[config.mk]
export PLATFORM = sky130hd
export DESIGN_NAME = pkrl_ram
export DESIGN_NICKNAME = d
export VERILOG_FILES = /design/src/sv/pkrl_ram.sv
export SDC_FILE = /design/constraint.sdc
export NUM_CORES = 2
export LEC_CHECK = 0
export ABC_AREA = 1
export BUFFER_PORTS_ARGS = -buffer_cell sky130_fd_sc_hd__buf_2
export CAP_MARGIN = 30
export CORE_UTILIZATION = 40
export DETAILED_ROUTE_END_ITERATION = 10
export GPL_ROUTABILITY_DRIVEN = 0
export SLEW_MARGIN = 20
export SYNTH_ARGS = -nofsm -noshare
export SYNTH_HDL_FRONTEND = slang
export SYNTH_SLANG_ARGS = --single-unit
[constraint.sdc]
create_clock -name clk_i -period 1.9 [get_ports clk_i]
set_input_delay 0.095 -clock clk_i [delete_from_list [all_inputs] [get_ports clk_i]]
set_output_delay 0.095 -clock clk_i [all_outputs]
set_load 0.02 [all_outputs]
[src/sv/pkrl_ram.sv]
`timescale 1ns / 1ps
// generic single-port-write, single-port-read ram, registered read data
// no dependencies
module pkrl_ram #(
  parameter int Width = 8,
  parameter int Depth = 256,
  localparam int AddrW = (Depth > 1) ? $clog2(Depth) : 1
) (
  input  logic             clk_i,
  input  logic             we_i,
  input  logic [AddrW-1:0] waddr_i,
  input  logic [Width-1:0] wdata_i,
  input  logic             re_i,
  input  logic [AddrW-1:0] raddr_i,
  output logic [Width-1:0] rdata_o
);

  logic [Width-1:0] mem [Depth];
  logic [Width-1:0] rdata_q;

  always_ff @(posedge clk_i) begin
    if (we_i) begin
      mem[waddr_i] <= wdata_i;
    end
  end

  always_ff @(posedge clk_i) begin
    if (re_i) begin
      rdata_q <= mem[raddr_i];
    end
  end

  assign rdata_o = rdata_q;

endmodule

=== Yosys cells after proc, flatten, opt, wreduce, memory -nomap -nowiden ===
Memory sizes are Yosys's and may differ from the RTL's. A register that Yosys moved wholly into a read port is not among the register bits.
Cells that the tools add are included.

* Bits in registers: 0
* Bits in writable memories: 2048
* Output and inout bits: 8
* Memories kept: 1

{| class="wikitable"
|+ Memories
! name !! depth !! bits a word !! read ports !! clocked after Yosys merged registers in !! write ports !! RTL line !! source
|-
| mem || 256 || 8 || 1 || 1 || 1 || 18 || <nowiki>logic [Width-1:0] mem [Depth];</nowiki>
|}

* Mux-type cells: 2

{| class="wikitable"
|+ Operator list
! cell !! count
|-
| $mux W1 || 2
|}

=== Longest topological paths before layout ===
* Depth after elaboration: 2
* Mapped depth: 15
* Depth with buffers taken out: 11

=== Worst setup path after synthesis ===
No wires, ideal clock.

* Path type: in2reg
* From: input we_i
* To: memory mem[162][0] (enable)
* Setup time: 370 ps
* Arrival time: 1216 ps
* Slack: 314 ps
* Cell stages on the path: 4
* Buffers on the path: 2
* Path through: clkbuf_1 -> nand3_1 -> clkbuf_1 -> nor2_1

* Word-level cells in the longest chain between the ends: 2

{| class="wikitable"
|+ Ends and longest elaborated chain
! item !! RTL line !! source
|-
| start: declaration || 10 || <nowiki>input logic we_i,</nowiki>
|-
| $mux W1 || 22 || <nowiki>if (we_i) begin</nowiki>
|-
| $mux W1 (implied by the code) || 23 || <nowiki>mem[waddr_i] <= wdata_i;</nowiki>
|-
| end: declaration || 18 ||
|}

No other way between the ends.

==> flow_summary_export.csv <==
group,metric,value,unit
setup_path,arrival,2470,ps
setup_path,worst-setup-path-type,"flop to flop",
layout,drive_above_1_share,0.141,
layout,layout.area.seq,0.0617,sq mm
min_path,min_path_cells,3,
synth,synth_edf_count,2056,
clock_tree,postCtsSetupBuffers,0,
floorplan,coreArea,0.207,sq mm
timing,tightest_slew,727,ps
synth,yosysMostFrequentCell,"nand2_1",
setup_path,required,2480,ps
floorplan,initial_core_util,0.403,
power,leakage,35.5,nW
routing,drc_errors,0,
grt,grt_usage,0.226,
synth,synth_top_area_share,0.740,
synth,synth_xor_area_frac,0,
setup_path,rrSetupSlack,20,ps
min_path,min_path_type,"primary input to flop",
layout,syn2layout_area_growth,19.0,%
setup_path,startpoint_type,"flop",
clock_tree,clock_path_buffers,3,
grt,overflow,0,
routing,drt_first_iter_violations,6633,
synth,netlist_area,0.0835,sq mm
layout,layout.nets,7523,
synth,synth-seq-cells,2056,
floorplan,ioPinCount,35,
setup_path,path_cells,"nand2_1 > nand3_1 > nand3_1 > nand3_1 > nand3_1 > nand3_1 > nand3_1 > nand2_1 > nand2_1 > nand2_1",
layout,final_util,0.479,
routing,routed_wl,240000,um
timing,finalSetupViolations,0,
power,ir_worst_vdd,0.832,mV
clock_tree,root_buffer,"clkbuf_16",
synth,yosys.area_share.simple,0.229,
clock_tree,cts_tree,"yes",
min_path,holdPathEnd,"mem[27][5]",
synth,yosysWarnings,0,
routing,vias,56700,
synth,synth.area.top_cells,"edfxtp_1, nand3_1, nand2_1, buf_2, nor2_1",
synth,synthCells,7003,
grt,antenna_found_initial,10,
synth,ys_types,13,
setup_path,end_kind,"flop",
min_path,min-delay-start,"we_i",
grt,grt_pass1_vias,54800,
synth,synth-compound-area-share,0,
synth,synthArstFlopShare,0,
timing,tns,0,ps
setup_path,ff2ff_path_depth,10,
routing,first_pass_iters,6,
grt,grt_max_degree,85,
setup_path,path_common_cell,"nand3_1",
clock_tree,clkTransAtPathRegs,60,ps
place,dp_hpwl,150000,um
timing,min_period,1880,ps
timing,max_clock_freq,532,MHz
timing,fin_hold_ws,114,ps
layout,fillCellCount,18300,
routing,viasPerCell,5.42,
timing,max_slew_margin,0.515,
synth,dominantRegCellSynth,"edfxtp_1",
setup_path,critical_path_buf_inv_count,0,
setup_path,slowest_delay,360,ps
synth,yosys.area.top_type,"edfxtp_1",
timing,grt_setup_unrepaired,"no",
setup_path,crit_family,"simple AND/OR/NAND/NOR gates",
timing,finalHoldViolations,0,
synth,synthMuxAreaShare,0,
clock_tree,insertion_delay,850,ps
layout,design_area,0.0993,sq mm
synth,syn-num-nets,7030,
setup_path,cp.depth,10,
synth,post_synth.cell_area_avg,11.9,sq um
outcome,status,"completed",
floorplan,die_x,459,um
flow_run,cap_violations,0,
place,place_area,0.0924,sq mm
routing,ant_nets,0,
timing,clock_skew,33.5,ps
floorplan,die_h,459,um
clock_tree,cts_buffers,206,
floorplan,row_count,167,
clock_tree,numClockSinks,2056,
floorplan,dieArea,0.211,sq mm
layout,multiInputGateArea,0.0194,sq mm
synth,ys_seq_area_frac,0.740,
timing,fin_crit_sh,0.990,
place,port_buffers,34,
clock_tree,cts-htree-levels,4,
setup_path,crit_path_max_fanout,1,
setup_path,crit_path_top_delay_cell,"edfxtp_1",
grt,grt_pass1_wl,355000,um
synth,ys_top_cells_by_count,"nand2_1, edfxtp_1, nand3_1, nor2_1, buf_2",
synth,synth_top_family_by_area,"simple AND/OR/NAND/NOR gates",
routing,wl_per_cell,22.9,um
setup_path,r2r_start,"mem[121][4]",
timing,slew_violations,0,
setup_path,rr_endpoint,"rdata_o[4]",
power,power_density,972,mW/mm^2
synth,synth_adder_area_share,0,
==> state kept, by name (all words and copies together) (netlist names) <==
| register | count |
|---|---|
| mem | 2048 |
| rdata_o | 8 |
==> metal layers <==
layer / track usage / wire length [um] / up-vias
li1: - / - / 25900
met1: 0.307 / 98200 / 28100
met2: 0.362 / 114000 / 2281
met3: 0.0365 / 18400 / 423
met4: 0.0883 / 9360 / 4
met5: 0 / 27 / -
==> tightest hold or removal path: stages <==
cell	delay, ps
buf_2	250
nand2_2	290
nor2_1	120
==> timing repair <==
item	CTS	global route
pin swaps	0	2
hold endpoints to repair	2007	0
hold buffers	10	0
endpoints found under the setup margin	7	8
resized for setup	21	32
==> through the flow <==
stage,instances,worst slack (ps),power [mW]
3_3_place_gp,10100,-781,57.6
3_5_place_dp,10100,-830,57.7
4_1_cts,10500,1.44,97.1
5_1_grt,10500,0.206,99.1
2_1_floorplan,7003,314,54.1
6_report,10500,18.8,96.5
==> worst max path at each step <==
stage	from	end	slack [ps]
6_report	mem[121][4]	rdata_o[4]	20
5_1_grt	mem[254][4]	rdata_o[4]	0.2
4_1_cts	mem[103][0]	rdata_o[0]	1
3_5_place_dp	raddr_i[0]	rdata_o[4]	-830
3_3_place_gp	raddr_i[0]	rdata_o[4]	-780
2_1_floorplan	we_i	mem[162][0]	310
==> power by group <==
part           switching [mW]  internal [mW]  total [mW]
registers              0.0397           50.0        50.0
logic                    4.65           2.14        6.80
clock network            17.3           22.4        39.7
==> kinds of logic (layout without fill, tap and decap cells) <==
logic type / Yosys count / count (layout)
and+or+nand+nor: 4425 / 4425
DFF: 2056 / 2056
other: 0 / 3
buffers and inverters: 522 / 1186
==> placed cells by master, fill, tap and decap left out, drive strengths merged <==
master | Yosys | routed
buf | 371 | 758
bufinv | 0 | 16
clkbuf | 112 | 260
clkinv | 0 | 98
clkinvlp | 0 | 4
diode | 0 | 3
dlygate4sd3 | 0 | 10
edfxtp | 2056 | 2056
inv | 39 | 40
nand2 | 2123 | 2123
nand3 | 2019 | 2019
nor2 | 283 | 283
==> cell type report <==
| cell class | instances | area share |
|---|---|---|
| Sequential cell | 2056 | 0.622 |
| Multi-Input combinational cell | 4425 | 0.195 |
| Timing Repair Buffer | 768 | 0.0799 |
| Clock buffer | 260 | 0.0548 |
| Tap cell | 2788 | 0.0351 |
| Clock inverter | 119 | 0.0114 |
| Inverter | 39 | 0.00181 |
| Antenna cell | 3 | 0.0000756 |
(Power assumes the default switching activity.)
