### src/sv/pkrl_pkg.sv
`timescale 1ns / 1ps
// shared constants, types and register codes of the per-key rate limiter
// no dependencies
package pkrl_pkg;

  localparam int TABLE_ENTRIES = 256;
  localparam int IDX_W = (TABLE_ENTRIES > 1) ? $clog2(TABLE_ENTRIES) : 1;
  localparam int CNT_W = $clog2(TABLE_ENTRIES + 1);

  localparam int HALF_W = 64;
  localparam int KEY_W  = 2 * HALF_W;
  localparam int TIME_W = 32;
  localparam int WIN_W  = 16;
  localparam int HITS_W = 8;
  localparam int HC_W   = HITS_W + 1;

  localparam int CFG_IDX_W  = 2;
  localparam int CFG_DATA_W = 16;

  localparam logic [WIN_W-1:0]  WIN_RESET      = WIN_W'(60);
  localparam logic [HITS_W-1:0] MAX_HITS_RESET = HITS_W'(5);

  typedef enum logic [CFG_IDX_W-1:0] {
    CFG_WINDOW   = 2'd0,
    CFG_MAX_HITS = 2'd1
  } cfg_reg_e;

  typedef struct packed {
    logic [TIME_W-1:0] start;
    logic [HC_W-1:0]   hits;
  } st_word_t;

  localparam int ST_W = $bits(st_word_t);

  typedef struct packed {
    logic             rd_en;
    logic [IDX_W-1:0] rd_addr;
    logic             key_we;
    logic             st_we;
    logic [IDX_W-1:0] wr_addr;
  } mem_req_t;

endpackage

### src/sv/pkrl_if.sv
`timescale 1ns / 1ps
// request and response channels with valid/ready handshake
// depends on pkrl_pkg
interface pkrl_req_if;
  import pkrl_pkg::*;
  logic              valid;
  logic              ready;
  logic [HALF_W-1:0] addr_high;
  logic [HALF_W-1:0] addr_low;
  logic [TIME_W-1:0] now_seconds;
  modport source (output valid, addr_high, addr_low, now_seconds, input ready);
  modport sink (input valid, addr_high, addr_low, now_seconds, output ready);
endinterface

interface pkrl_rsp_if;
  logic valid;
  logic ready;
  logic allowed;
  logic table_flushed;
  modport source (output valid, allowed, table_flushed, input ready);
  modport sink (input valid, allowed, table_flushed, output ready);
endinterface

### src/sv/pkrl_ctrl.sv
`timescale 1ns / 1ps
// search sequencer: scans the key memory and appends missing keys, updates the window memory,
// holds config registers and the response register; depends on pkrl_pkg, pkrl_if
module pkrl_ctrl (
  input  logic                          clk_i,
  input  logic                          rst_ni,
  input  logic                          cfg_we_i,
  input  logic [pkrl_pkg::CFG_IDX_W-1:0]  cfg_idx_i,
  input  logic [pkrl_pkg::CFG_DATA_W-1:0] cfg_data_i,
  pkrl_req_if.sink                      req,
  pkrl_rsp_if.source                    rsp,
  output pkrl_pkg::mem_req_t            mem_o,
  output logic [pkrl_pkg::KEY_W-1:0]    key_wdata_o,
  output pkrl_pkg::st_word_t            st_wdata_o,
  input  logic [pkrl_pkg::KEY_W-1:0]    key_rdata_i,
  input  pkrl_pkg::st_word_t            st_rdata_i
);
  import pkrl_pkg::*;

  typedef enum logic [1:0] {
    S_IDLE,
    S_SCAN,
    S_DONE
  } state_e;

  state_e            state_q;
  logic [HALF_W-1:0] hi_q, lo_q;
  logic [TIME_W-1:0] now_q;
  logic [CNT_W-1:0]  used_q, issue_q, fill_q;
  logic              pvalid_q;
  logic [IDX_W-1:0]  pidx_q;
  logic [WIN_W-1:0]  window_q;
  logic [HITS_W-1:0] max_hits_q;
  logic              res_allowed_q, res_flushed_q;
  logic              out_valid_q, out_allowed_q, out_flushed_q;

  logic              accept;
  logic              out_load;
  logic              hit, more, miss, table_full;
  logic [TIME_W-1:0] age;
  logic              expired;
  logic [HC_W-1:0]   hits_inc;
  logic              hit_allowed;
  st_word_t          hit_word;

  assign accept     = req.valid && req.ready;
  assign req.ready  = (state_q == S_IDLE);
  assign out_load   = (state_q == S_DONE) && (!out_valid_q || rsp.ready);
  assign hit        = (state_q == S_SCAN) && pvalid_q && (key_rdata_i == {hi_q, lo_q});
  assign more       = (issue_q < used_q);
  assign miss       = (state_q == S_SCAN) && !hit && !more;
  assign table_full = (used_q == CNT_W'(TABLE_ENTRIES));

  assign age      = now_q - st_rdata_i.start;
  assign expired  = age > {{(TIME_W - WIN_W){1'b0}}, window_q};
  assign hits_inc = (st_rdata_i.hits <= {1'b0, max_hits_q}) ?
                    st_rdata_i.hits + 1'b1 : st_rdata_i.hits;
  assign hit_allowed = expired || (hits_inc <= {1'b0, max_hits_q});

  always_comb begin
    if (expired) begin
      hit_word.start = now_q;
      hit_word.hits  = HC_W'(1);
    end else begin
      hit_word.start = st_rdata_i.start;
      hit_word.hits  = hits_inc;
    end
  end

  always_comb begin
    mem_o         = '0;
    key_wdata_o   = {hi_q, lo_q};
    st_wdata_o    = hit_word;
    if (state_q == S_IDLE) begin
      mem_o.rd_en   = accept && (fill_q != '0);
      mem_o.rd_addr = '0;
    end else if (state_q == S_SCAN) begin
      mem_o.rd_en   = more && !hit;
      mem_o.rd_addr = issue_q[IDX_W-1:0];
      if (hit) begin
        mem_o.st_we   = 1'b1;
        mem_o.wr_addr = pidx_q;
      end else if (miss && !table_full) begin
        mem_o.key_we     = 1'b1;
        mem_o.st_we      = 1'b1;
        mem_o.wr_addr    = used_q[IDX_W-1:0];
        st_wdata_o.start = now_q;
        st_wdata_o.hits  = HC_W'(1);
      end
    end
  end

  always_ff @(posedge clk_i or negedge rst_ni) begin
    if (!rst_ni) begin
      state_q       <= S_IDLE;
      hi_q          <= '0;
      lo_q          <= '0;
      now_q         <= '0;
      fill_q        <= '0;
      pvalid_q      <= 1'b0;
      pidx_q        <= '0;
      issue_q       <= '0;
      used_q        <= '0;
      window_q      <= WIN_RESET;
      max_hits_q    <= MAX_HITS_RESET;
      out_valid_q   <= 1'b0;
      res_allowed_q <= 1'b0;
      res_flushed_q <= 1'b0;
      out_allowed_q <= 1'b0;
      out_flushed_q <= 1'b0;
    end else begin
      if (cfg_we_i) begin
        unique case (cfg_idx_i)
          CFG_WINDOW:   window_q   <= cfg_data_i[WIN_W-1:0];
          CFG_MAX_HITS: max_hits_q <= cfg_data_i[HITS_W-1:0];
          default: ;
        endcase
      end
      if (out_load) begin
        out_valid_q   <= 1'b1;
        out_allowed_q <= res_allowed_q;
        out_flushed_q <= res_flushed_q;
      end else if (rsp.valid && rsp.ready) begin
        out_valid_q <= 1'b0;
      end
      pvalid_q <= mem_o.rd_en;
      pidx_q   <= mem_o.rd_addr;
      unique case (state_q)
        S_IDLE: begin
          if (accept) begin
            hi_q    <= req.addr_high;
            lo_q    <= req.addr_low;
            now_q   <= req.now_seconds;
            used_q  <= fill_q;
            issue_q <= (fill_q != '0) ? CNT_W'(1) : '0;
            state_q <= S_SCAN;
          end
        end
        S_SCAN: begin
          if (more && !hit) begin
            issue_q <= issue_q + 1'b1;
          end
          if (hit) begin
            res_allowed_q <= hit_allowed;
            res_flushed_q <= 1'b0;
            state_q       <= S_DONE;
          end else if (miss) begin
            res_allowed_q <= 1'b1;
            res_flushed_q <= table_full;
            fill_q        <= table_full ? '0 : used_q + 1'b1;
            state_q       <= S_DONE;
          end
        end
        S_DONE: begin
          if (out_load) begin
            state_q <= S_IDLE;
          end
        end
        default: state_q <= S_IDLE;
      endcase
    end
  end

  assign rsp.valid         = out_valid_q;
  assign rsp.allowed       = out_allowed_q;
  assign rsp.table_flushed = out_flushed_q;

  a_fill_bound: assert property (@(posedge clk_i) disable iff (!rst_ni)
    fill_q <= CNT_W'(TABLE_ENTRIES))
    else $error("fill count beyond table size");

  a_no_write_idle: assert property (@(posedge clk_i) disable iff (!rst_ni)
    (state_q != S_SCAN) |-> !(mem_o.st_we || mem_o.key_we))
    else $error("memory write outside scan");

  a_key_append: assert property (@(posedge clk_i) disable iff (!rst_ni)
    mem_o.key_we |=> fill_q == CNT_W'($past(fill_q) + 1'b1))
    else $error("new entry without fill count step");

  a_out_from_done: assert property (@(posedge clk_i) disable iff (!rst_ni)
    $rose(out_valid_q) |-> $past(state_q) == S_DONE)
    else $error("response raised outside completion");

  a_single_outstanding: assert property (@(posedge clk_i) disable iff (!rst_ni)
    (state_q == S_DONE && out_valid_q && !rsp.ready) |=> state_q == S_DONE)
    else $error("response overwritten while stalled");

endmodule

### src/flat_wrapper.sv
// flat-port wrapper written by rule: the top's interface ports become plain ports
module pkrl_ctrl_flat import pkrl_pkg::*;
  (clk_i, rst_ni, cfg_we_i, cfg_idx_i, cfg_data_i, mem_o, key_wdata_o, st_wdata_o, key_rdata_i, st_rdata_i, req_valid, req_addr_high, req_addr_low, req_now_seconds, req_ready, rsp_valid, rsp_allowed, rsp_table_flushed, rsp_ready);
  pkrl_req_if req_i ();
  pkrl_rsp_if rsp_i ();
  input  logic clk_i;
  input  logic rst_ni;
  input  logic cfg_we_i;
  input  logic [pkrl_pkg::CFG_IDX_W-1:0] cfg_idx_i;
  input  logic [pkrl_pkg::CFG_DATA_W-1:0] cfg_data_i;
  output pkrl_pkg::mem_req_t mem_o;
  output logic [pkrl_pkg::KEY_W-1:0] key_wdata_o;
  output pkrl_pkg::st_word_t st_wdata_o;
  input  logic [pkrl_pkg::KEY_W-1:0] key_rdata_i;
  input  pkrl_pkg::st_word_t st_rdata_i;
  input wire logic [$bits(req_i.valid)-1:0] req_valid;
  input wire logic [$bits(req_i.addr_high)-1:0] req_addr_high;
  input wire logic [$bits(req_i.addr_low)-1:0] req_addr_low;
  input wire logic [$bits(req_i.now_seconds)-1:0] req_now_seconds;
  output wire logic [$bits(req_i.ready)-1:0] req_ready;
  output wire logic [$bits(rsp_i.valid)-1:0] rsp_valid;
  output wire logic [$bits(rsp_i.allowed)-1:0] rsp_allowed;
  output wire logic [$bits(rsp_i.table_flushed)-1:0] rsp_table_flushed;
  input wire logic [$bits(rsp_i.ready)-1:0] rsp_ready;
  assign req_i.valid = req_valid;
  assign req_i.addr_high = req_addr_high;
  assign req_i.addr_low = req_addr_low;
  assign req_i.now_seconds = req_now_seconds;
  assign req_ready = req_i.ready;
  assign rsp_valid = rsp_i.valid;
  assign rsp_allowed = rsp_i.allowed;
  assign rsp_table_flushed = rsp_i.table_flushed;
  assign rsp_i.ready = rsp_ready;
  pkrl_ctrl u_core (.clk_i(clk_i), .rst_ni(rst_ni), .cfg_we_i(cfg_we_i), .cfg_idx_i(cfg_idx_i), .cfg_data_i(cfg_data_i), .req(req_i), .rsp(rsp_i), .mem_o(mem_o), .key_wdata_o(key_wdata_o), .st_wdata_o(st_wdata_o), .key_rdata_i(key_rdata_i), .st_rdata_i(st_rdata_i));
endmodule
### config.mk
export PLATFORM = sky130hd
export DESIGN_NAME = pkrl_ctrl_flat
export DESIGN_NICKNAME = d
export VERILOG_FILES = /design/src/sv/pkrl_pkg.sv /design/src/sv/pkrl_if.sv /design/src/sv/pkrl_ctrl.sv /design/src/flat_wrapper.sv
export SDC_FILE = /design/constraint.sdc
export NUM_CORES = 1
export LEC_CHECK = 0
export ABC_AREA = 1
export ABC_CLOCK_PERIOD_IN_PS = 4430
export BUFFER_PORTS_ARGS = -buffer_cell sky130_fd_sc_hd__buf_2
export CORE_AREA = 2 2 213 215
export DETAILED_ROUTE_END_ITERATION = 10
export DIE_AREA = 0 0 215 217
export GPL_ROUTABILITY_DRIVEN = 0
export PLACE_DENSITY = 0.7
export SLEW_MARGIN = 20
export SYNTH_ARGS = -nofsm -noshare
export SYNTH_HDL_FRONTEND = slang
export SYNTH_SLANG_ARGS = --single-unit
export TNS_END_PERCENT = 5
### constraint.sdc
create_clock -name clk_i -period 4.43 [get_ports clk_i]
set_clock_uncertainty 0.05 [all_clocks]
set_input_delay 0.443 -clock clk_i [delete_from_list [all_inputs] [get_ports clk_i]]
set_output_delay 0.443 -clock clk_i [all_outputs]
set_load 0.01 [all_outputs]
== Yosys cells after proc, flatten, opt, wreduce, memory -nomap -nowiden ==
Cells that the tools add are included.

* Bits in writable memories: 0
* Bits in read-only memories: 0
* Latch bits: 0
* Word-level logic and storage cells: 91
* Bits in registers: 227
* Memories kept: 0
* Bits of input ports: 352
* Output and inout bits: 192

* Shift operators: 0
* Multiplexer cells: 28
* $add $sub $neg: 4
* Reductions and logical operators: 29
* $mul: 0
* Bitwise operators: 1
* $lt $le $gt $ge: 4
* Div/mod/pow operators: 0
* Equality and inequality tests: 9

{| class="wikitable"
|+ Operator list
! cell !! count
|-
| 41-bit two-way mux || 5
|-
| 128-bit equality test || 1
|-
| 9-bit two-way mux || 6
|-
| 32-bit by 16-bit greater-than comparator with 1-bit output || 1
|-
| 32-bit subtractor || 1
|-
| 9-bit by 1-bit adder with 9-bit output, second input constant || 3
|-
| 10-bit two-way mux || 2
|-
| 19-bit two-way mux || 1
|-
| 9-bit by 8-bit <= comparator with 1-bit output || 2
|-
| 9-bit case mux with 2 select lines || 1
|-
| 1-bit logical AND || 10
|-
| 9-bit equality test, second input constant || 1
|-
| 9-bit < comparator || 1
|-
| 3-bit AND reduction || 3
|-
| 9-bit nonzero test || 1
|-
| 1-bit two-way mux || 8
|-
| 2-bit two-way mux || 4
|-
| 2-bit AND reduction || 4
|-
| 2-bit case mux with 3 select lines || 1
|-
| 2-bit nonzero test || 3
|-
| 2-bit by 1-bit equality test with 1-bit output, second input constant || 2
|-
| 1-bit logical NOT || 4
|-
| 2-bit logical NOT || 2
|-
| 2-bit inequality test, second input constant || 2
|-
| 5 further kinds || 6
|}

== Longest topological paths before layout ==
* Depth in word-level cells: 11
* Mapped depth: 28
* Depth with buffers taken out: 28

== Worst setup path before layout ==
Ideal clock, no wire load.

* Path kind: in2out
* From: input port st_rdata_i[15] in the netlist's numbering
* To: output port st_wdata_o[10] in the netlist's numbering
* Path slack: 803 ps
* Stages: 23
* Data required time: 3937 ps
* Data arrival time: 3134 ps
* Cells stage by stage: inv_1 -> ha_1 -> nand2_1 -> inv_1 -> a21oi_1 -> nand2_2 -> nand2_1 -> nand2_1 -> xor2_1 -> ha_1 -> nand2_1 -> nor2_1 -> nand2_1 -> nor2_1 -> nand4_1 -> nand2_1 -> nand3_1 -> nor2_1 -> nand3_1 -> nor2_2 -> nand3_4 -> buf_6 -> o21ai_2

{| class="wikitable"
|+ RTL lines
! element !! RTL line !! source
|-
| start, declared || flat_wrapper.sv:15 || <nowiki>input pkrl_pkg::st_word_t st_rdata_i;</nowiki>
|-
| end, declared || flat_wrapper.sv:13 || <nowiki>output pkrl_pkg::st_word_t st_wdata_o;</nowiki>
|}

==> PnR_summary.wiki <==
{| class="wikitable"
! Metric !! Value
|-
| Grt ovf || 0
|-
| Dominant cell type by count on the critical path || sky130_fd_sc_hd__nand2_1
|-
| Area of the die || roughly 47000 sq um
|-
| Cell types occupying the most area after synthesis || sky130_fd_sc_hd__dfrtp_1 36%, sky130_fd_sc_hd__nand2_1 11%, sky130_fd_sc_hd__mux2_2 10%, sky130_fd_sc_hd__inv_1 6.9%, sky130_fd_sc_hd__ha_1 6.0%
|-
| Path category of the worst min-delay check || input port to flip-flop
|-
| Worst setup slack for register-to-register paths || approximately 0.84 ns
|-
| Initial core utilization || between 30% and 40%
|-
| Die X || 215 microns
|-
| Portion of the post-synthesis area used by sequential elements || around 37%
|-
| Maximum clock frequency || ~210 MHz
|-
| Antenna violation net count after detailed routing || 0
|-
| Final count of negative-setup-slack endpoints || a little over 40
|-
| Clk Latency, worst-skew pair || 0.58 ns
|-
| Share of synthesized flip-flops with an asynchronous set or reset || 100%
|-
| Outcome || finished with violations
|-
| Quantity of I/O buffers inserted on ports || 543
|-
| Warnings, synthesis || 0
|-
| Area of the placeable core || between 40000 and 50000 sq um
|-
| Post-Synthesis Mean Instance Area || 7.98 sq um
|-
| DRC violation count after routing || 0
|-
| Layout cells sized above 1 || 37.0%
|-
| Placed inst area || 19100 sq um
|-
| RSZ-0062 raised after global routing || yes
|-
| Number of levels in the clock H-tree || 1
|-
| Number of buffers added by the clock tree synthesis step || 29
|-
| Violations in the final reports || setup timing
|-
| CP max stage cell || sky130_fd_sc_hd__dfrtp_1
|-
| Critical-path cell list || ha_4 > nand2_4 > nor2_4 > and2_1 > nand2_1 > nand2_1 > xor2_1 > ha_1 > nand2_2 > nor2_4 > nand2_2 > nor2_2 > nand4_1 > nand2_1 > nand3_1 > nor2_1 > nand3_1 > nor2_2 > nand3_4 > buf_12 > clkbuf_16 > o21ai_2 > buf_2
|-
| Commonest cells in the synthesized netlist || 452 x sky130_fd_sc_hd__nand2_1, 287 x sky130_fd_sc_hd__inv_1, 221 x sky130_fd_sc_hd__dfrtp_1
|-
| Signed area change from the synthesized netlist to the final layout || 33.0%
|-
| Part of the power in registers || about 28%
|-
| Final critical delay including setup and external delays || 4.71 ns
|-
| Gate count of the mapped netlist || 1952
|-
| Detailed Route WL || around 66000 microns
|-
| HPWL after detailed placement || 53800 microns
|-
| Library cell occupying the most area in the post-synthesis netlist || sky130_fd_sc_hd__dfrtp_1
|-
| Final critical-path setup slack || -0.277 ns
|-
| Number of sinks on the clock net || 227
|-
| Flip-flop and latch count after synthesis || 227
|-
| Antenna violations before repair || 20
|-
| Initial DRT Pass Iterations || 6
|-
| Net Sw Frac || 47.7%
|-
| Power density cells || about 710 nW/um^2
|-
| Maximum number of pins on one net before global-route repair || 85
|-
| Most numerous cell in the Yosys netlist || sky130_fd_sc_hd__nand2_1
|-
| Share of total power in combinational logic || 55.8%
|-
| Cell variety after synth || 48
|-
| Reported max-cap violation count || 0
|-
| Number of buffers between clock root and the deepest sink || 3
|-
| Primary flip-flop cell chosen by synthesis mapping || sky130_fd_sc_hd__dfrtp_1
|-
| Net Sw Power || 7.01 mW
|-
| Critical path data arrival time || 4.21 ns
|-
| Internal power component || around 7.7 mW
|-
| Req. time, crit path || 3.94 ns
|-
| Number of nets at the end of the flow || 2961
|-
| Net count after synthesis || 2380
|-
| Number of DRC markers after the initial detailed-route iteration || 1425
|-
| Clock tree from TritonCTS || yes
|-
| Clock tree root buffer cell || sky130_fd_sc_hd__clkbuf_16
|-
| WL per Instance || approximately 21 microns
|-
| Count of final hold-check violations || 0
|-
| First-pass GRT wire length || 95900 microns
|-
| CTS clk-pin slew, worst paths || 0.06 ns
|-
| Total Neg Setup Slack || -7.23 ns
|-
| R2R depth || 23
|-
| Vias in the first global route || 15900
|-
| CP Max Fanout || 7
|-
| Leakage || 10.8 nW
|-
| Type of destination of the critical path || primary output
|-
| Count of boundary I/O pins || 544
|-
| Relative contribution of the clock network to total power || 16.5%
|-
| Area of the mapped netlist || 15600 sq um
|-
| All-Layer GR Usage || 27.3%
|-
| Layout Cell Area excl Fill || just over 20000 sq um
|-
| Type of element launching the critical path || flip-flop
|-
| Via total after detailed routing || between 15000 and 20000
|-
| Drt via density || 5.11
|-
| Peak per-stage delay on the critical path || 0.42 ns
|-
| Max-slew violation count || 0
|-
| Height of the die || 217 microns
|-
| Maximum resistive drop on vdd || 509 uV
|-
| Critical path class || flip-flop to primary output
|-
| Worst hold path depth || 2
|-
| Cell row count || 78
|-
| Measured slew at the worst slew-check pin || ~0.98 ns
|-
| Number of enable-type register cells in the synthesized netlist || 0
|-
| Worst slew slack as a fraction of its limit || around 34%
|-
| Share of the synthesized area in the top cell type || between 30 and 40%
|-
| Period Utilization, post-route || 106%
|}
[area by class of cell]
type,count,area [sq um]
diodes,9,22.5
clock buffers,38,830
clock inverters,15,151
fillers,4328,24000
inverters,290,1090
multi-input cells,1399,8990
flip-flops and latches,227,5690
well taps,600,751
repair buffers,586,3180
[worst paths after layout]
check	start	endpoint
setup / recovery	u_core.now_q[6]	st_wdata_o[33]
hold / removal	req_addr_low[41]	u_core.lo_q[41]
setup reg to reg	u_core.now_q[6]	u_core.res_allowed_q
hold reg to reg	u_core.max_hits_q[1]	u_core.max_hits_q[1]
max in group asynchronous	rst_ni	u_core.lo_q[38]
min in group asynchronous	rst_ni	u_core.max_hits_q[4]
[cell families after synthesis]
group	Yosys count	synth area share, %
and+or+nand+nor	876	25.0
buffers and inverters	326	8.13
DFF	227	36.5
AOI/OAI and AO/OA	163	5.97
xor gates and xnor gates	143	8.04
muxes	141	10.2
adders and majority gates	76	6.15
[sequential cells by signal (all words and copies together), names as in the netlist, 8 cells and up]
signal and cells:
u_core.hi_q 64, u_core.lo_q 64, u_core.now_q 32, u_core.window_q 16, u_core.fill_q 9, u_core.issue_q 9
u_core.used_q 9, u_core.max_hits_q 8, u_core.pidx_q 8
[layer usage]
metal	share of wire (%)	GRT usage (%)
met5	0.080	0
met4	6.8	14.9
met2	48	46.8
met3	7.8	5.06
met1	38	32.4
[through the flow]
stage	worst slack, ns	power (mW)	hold WS [ns]	instances	utilization (%)
global route	-0.481	15.5	0.0355	3161	46.3
finish	-0.277	14.7	0.0489	3164	46.3
global placement	-0.0409	11.4	0.418	3077	42.6
detailed placement	-0.0386	11.5	0.429	3077	42.6
floorplan	0.803	8.42	0.0974	1952	-
CTS	-0.190	14.3	0.0179	3142	45.7
[worst max-delay path: cells and delay by family (launching register included)]
| family | cells | cell delay [ns] |
|---|---|---|
| AO/OA/AOI/OAI | 1 | 0.13 |
| XOR/XNOR | 1 | 0.08 |
| adder cells (fa/ha/maj) | 2 | 0.66 |
| buffers and inverters | 3 | 0.51 |
| flip-flops | 1 | 0.42 |
| AND/OR/NAND/NOR | 16 | 1.83 |
[power groups by stage]
stage / Clock (mW) / Sequential [mW] / Combinational, mW
after floorplan: 0 / 3.88 / 4.54
after CTS: 2.48 / 4.00 / 7.80
after global routing: 2.55 / 4.13 / 8.85
after detailed placement: 0 / 3.99 / 7.50
after global placement: 0 / 3.98 / 7.38
final: 2.43 / 4.07 / 8.19
[cells in the final DEF (no fill, tap or decap), types with 6 or more instances in the layout]
cell type,Yosys,routed
sky130_fd_sc_hd__o21ai_2,21,22
sky130_fd_sc_hd__nand3b_1,12,12
sky130_fd_sc_hd__and2_1,10,10
sky130_fd_sc_hd__buf_4,0,31
sky130_fd_sc_hd__nand2_2,26,49
sky130_fd_sc_hd__nand3_2,5,7
sky130_fd_sc_hd__o21ai_0,56,55
sky130_fd_sc_hd__mux2_2,141,141
sky130_fd_sc_hd__nor3_1,38,36
sky130_fd_sc_hd__clkinv_2,0,9
sky130_fd_sc_hd__ha_4,0,13
sky130_fd_sc_hd__ha_1,75,61
sky130_fd_sc_hd__xnor2_1,63,62
sky130_fd_sc_hd__inv_1,287,282
sky130_fd_sc_hd__clkbuf_8,0,7
sky130_fd_sc_hd__buf_2,3,541
sky130_fd_sc_hd__nor4_1,11,11
sky130_fd_sc_hd__dfstp_2,6,6
sky130_fd_sc_hd__nand2_1,452,422
sky130_fd_sc_hd__o21ai_1,8,8
sky130_fd_sc_hd__nand2_4,1,8
sky130_fd_sc_hd__nor2_2,15,18
sky130_fd_sc_hd__nand3_1,75,73
sky130_fd_sc_hd__dfrtp_1,221,216
sky130_fd_sc_hd__inv_2,3,8
sky130_fd_sc_hd__xor2_1,80,78
sky130_fd_sc_hd__diode_2,0,9
sky130_fd_sc_hd__nor2_1,166,159
sky130_fd_sc_hd__or2_2,10,10
sky130_fd_sc_hd__nand4_1,37,37
sky130_fd_sc_hd__clkbuf_16,0,30
sky130_fd_sc_hd__a21oi_1,65,62
sky130_fd_sc_hd__nor2_4,2,6
[repair_timing]
action	4_1_cts	5_1_grt
setup buffers	10	12
gates resized for setup	45	47
hold buffers	1	0
pin swaps	5	28
gates cloned	1	1
endpoints found under the hold margin	75	0
endpoints found under the setup margin	41	42
Power figures use the tool's default switching activity.
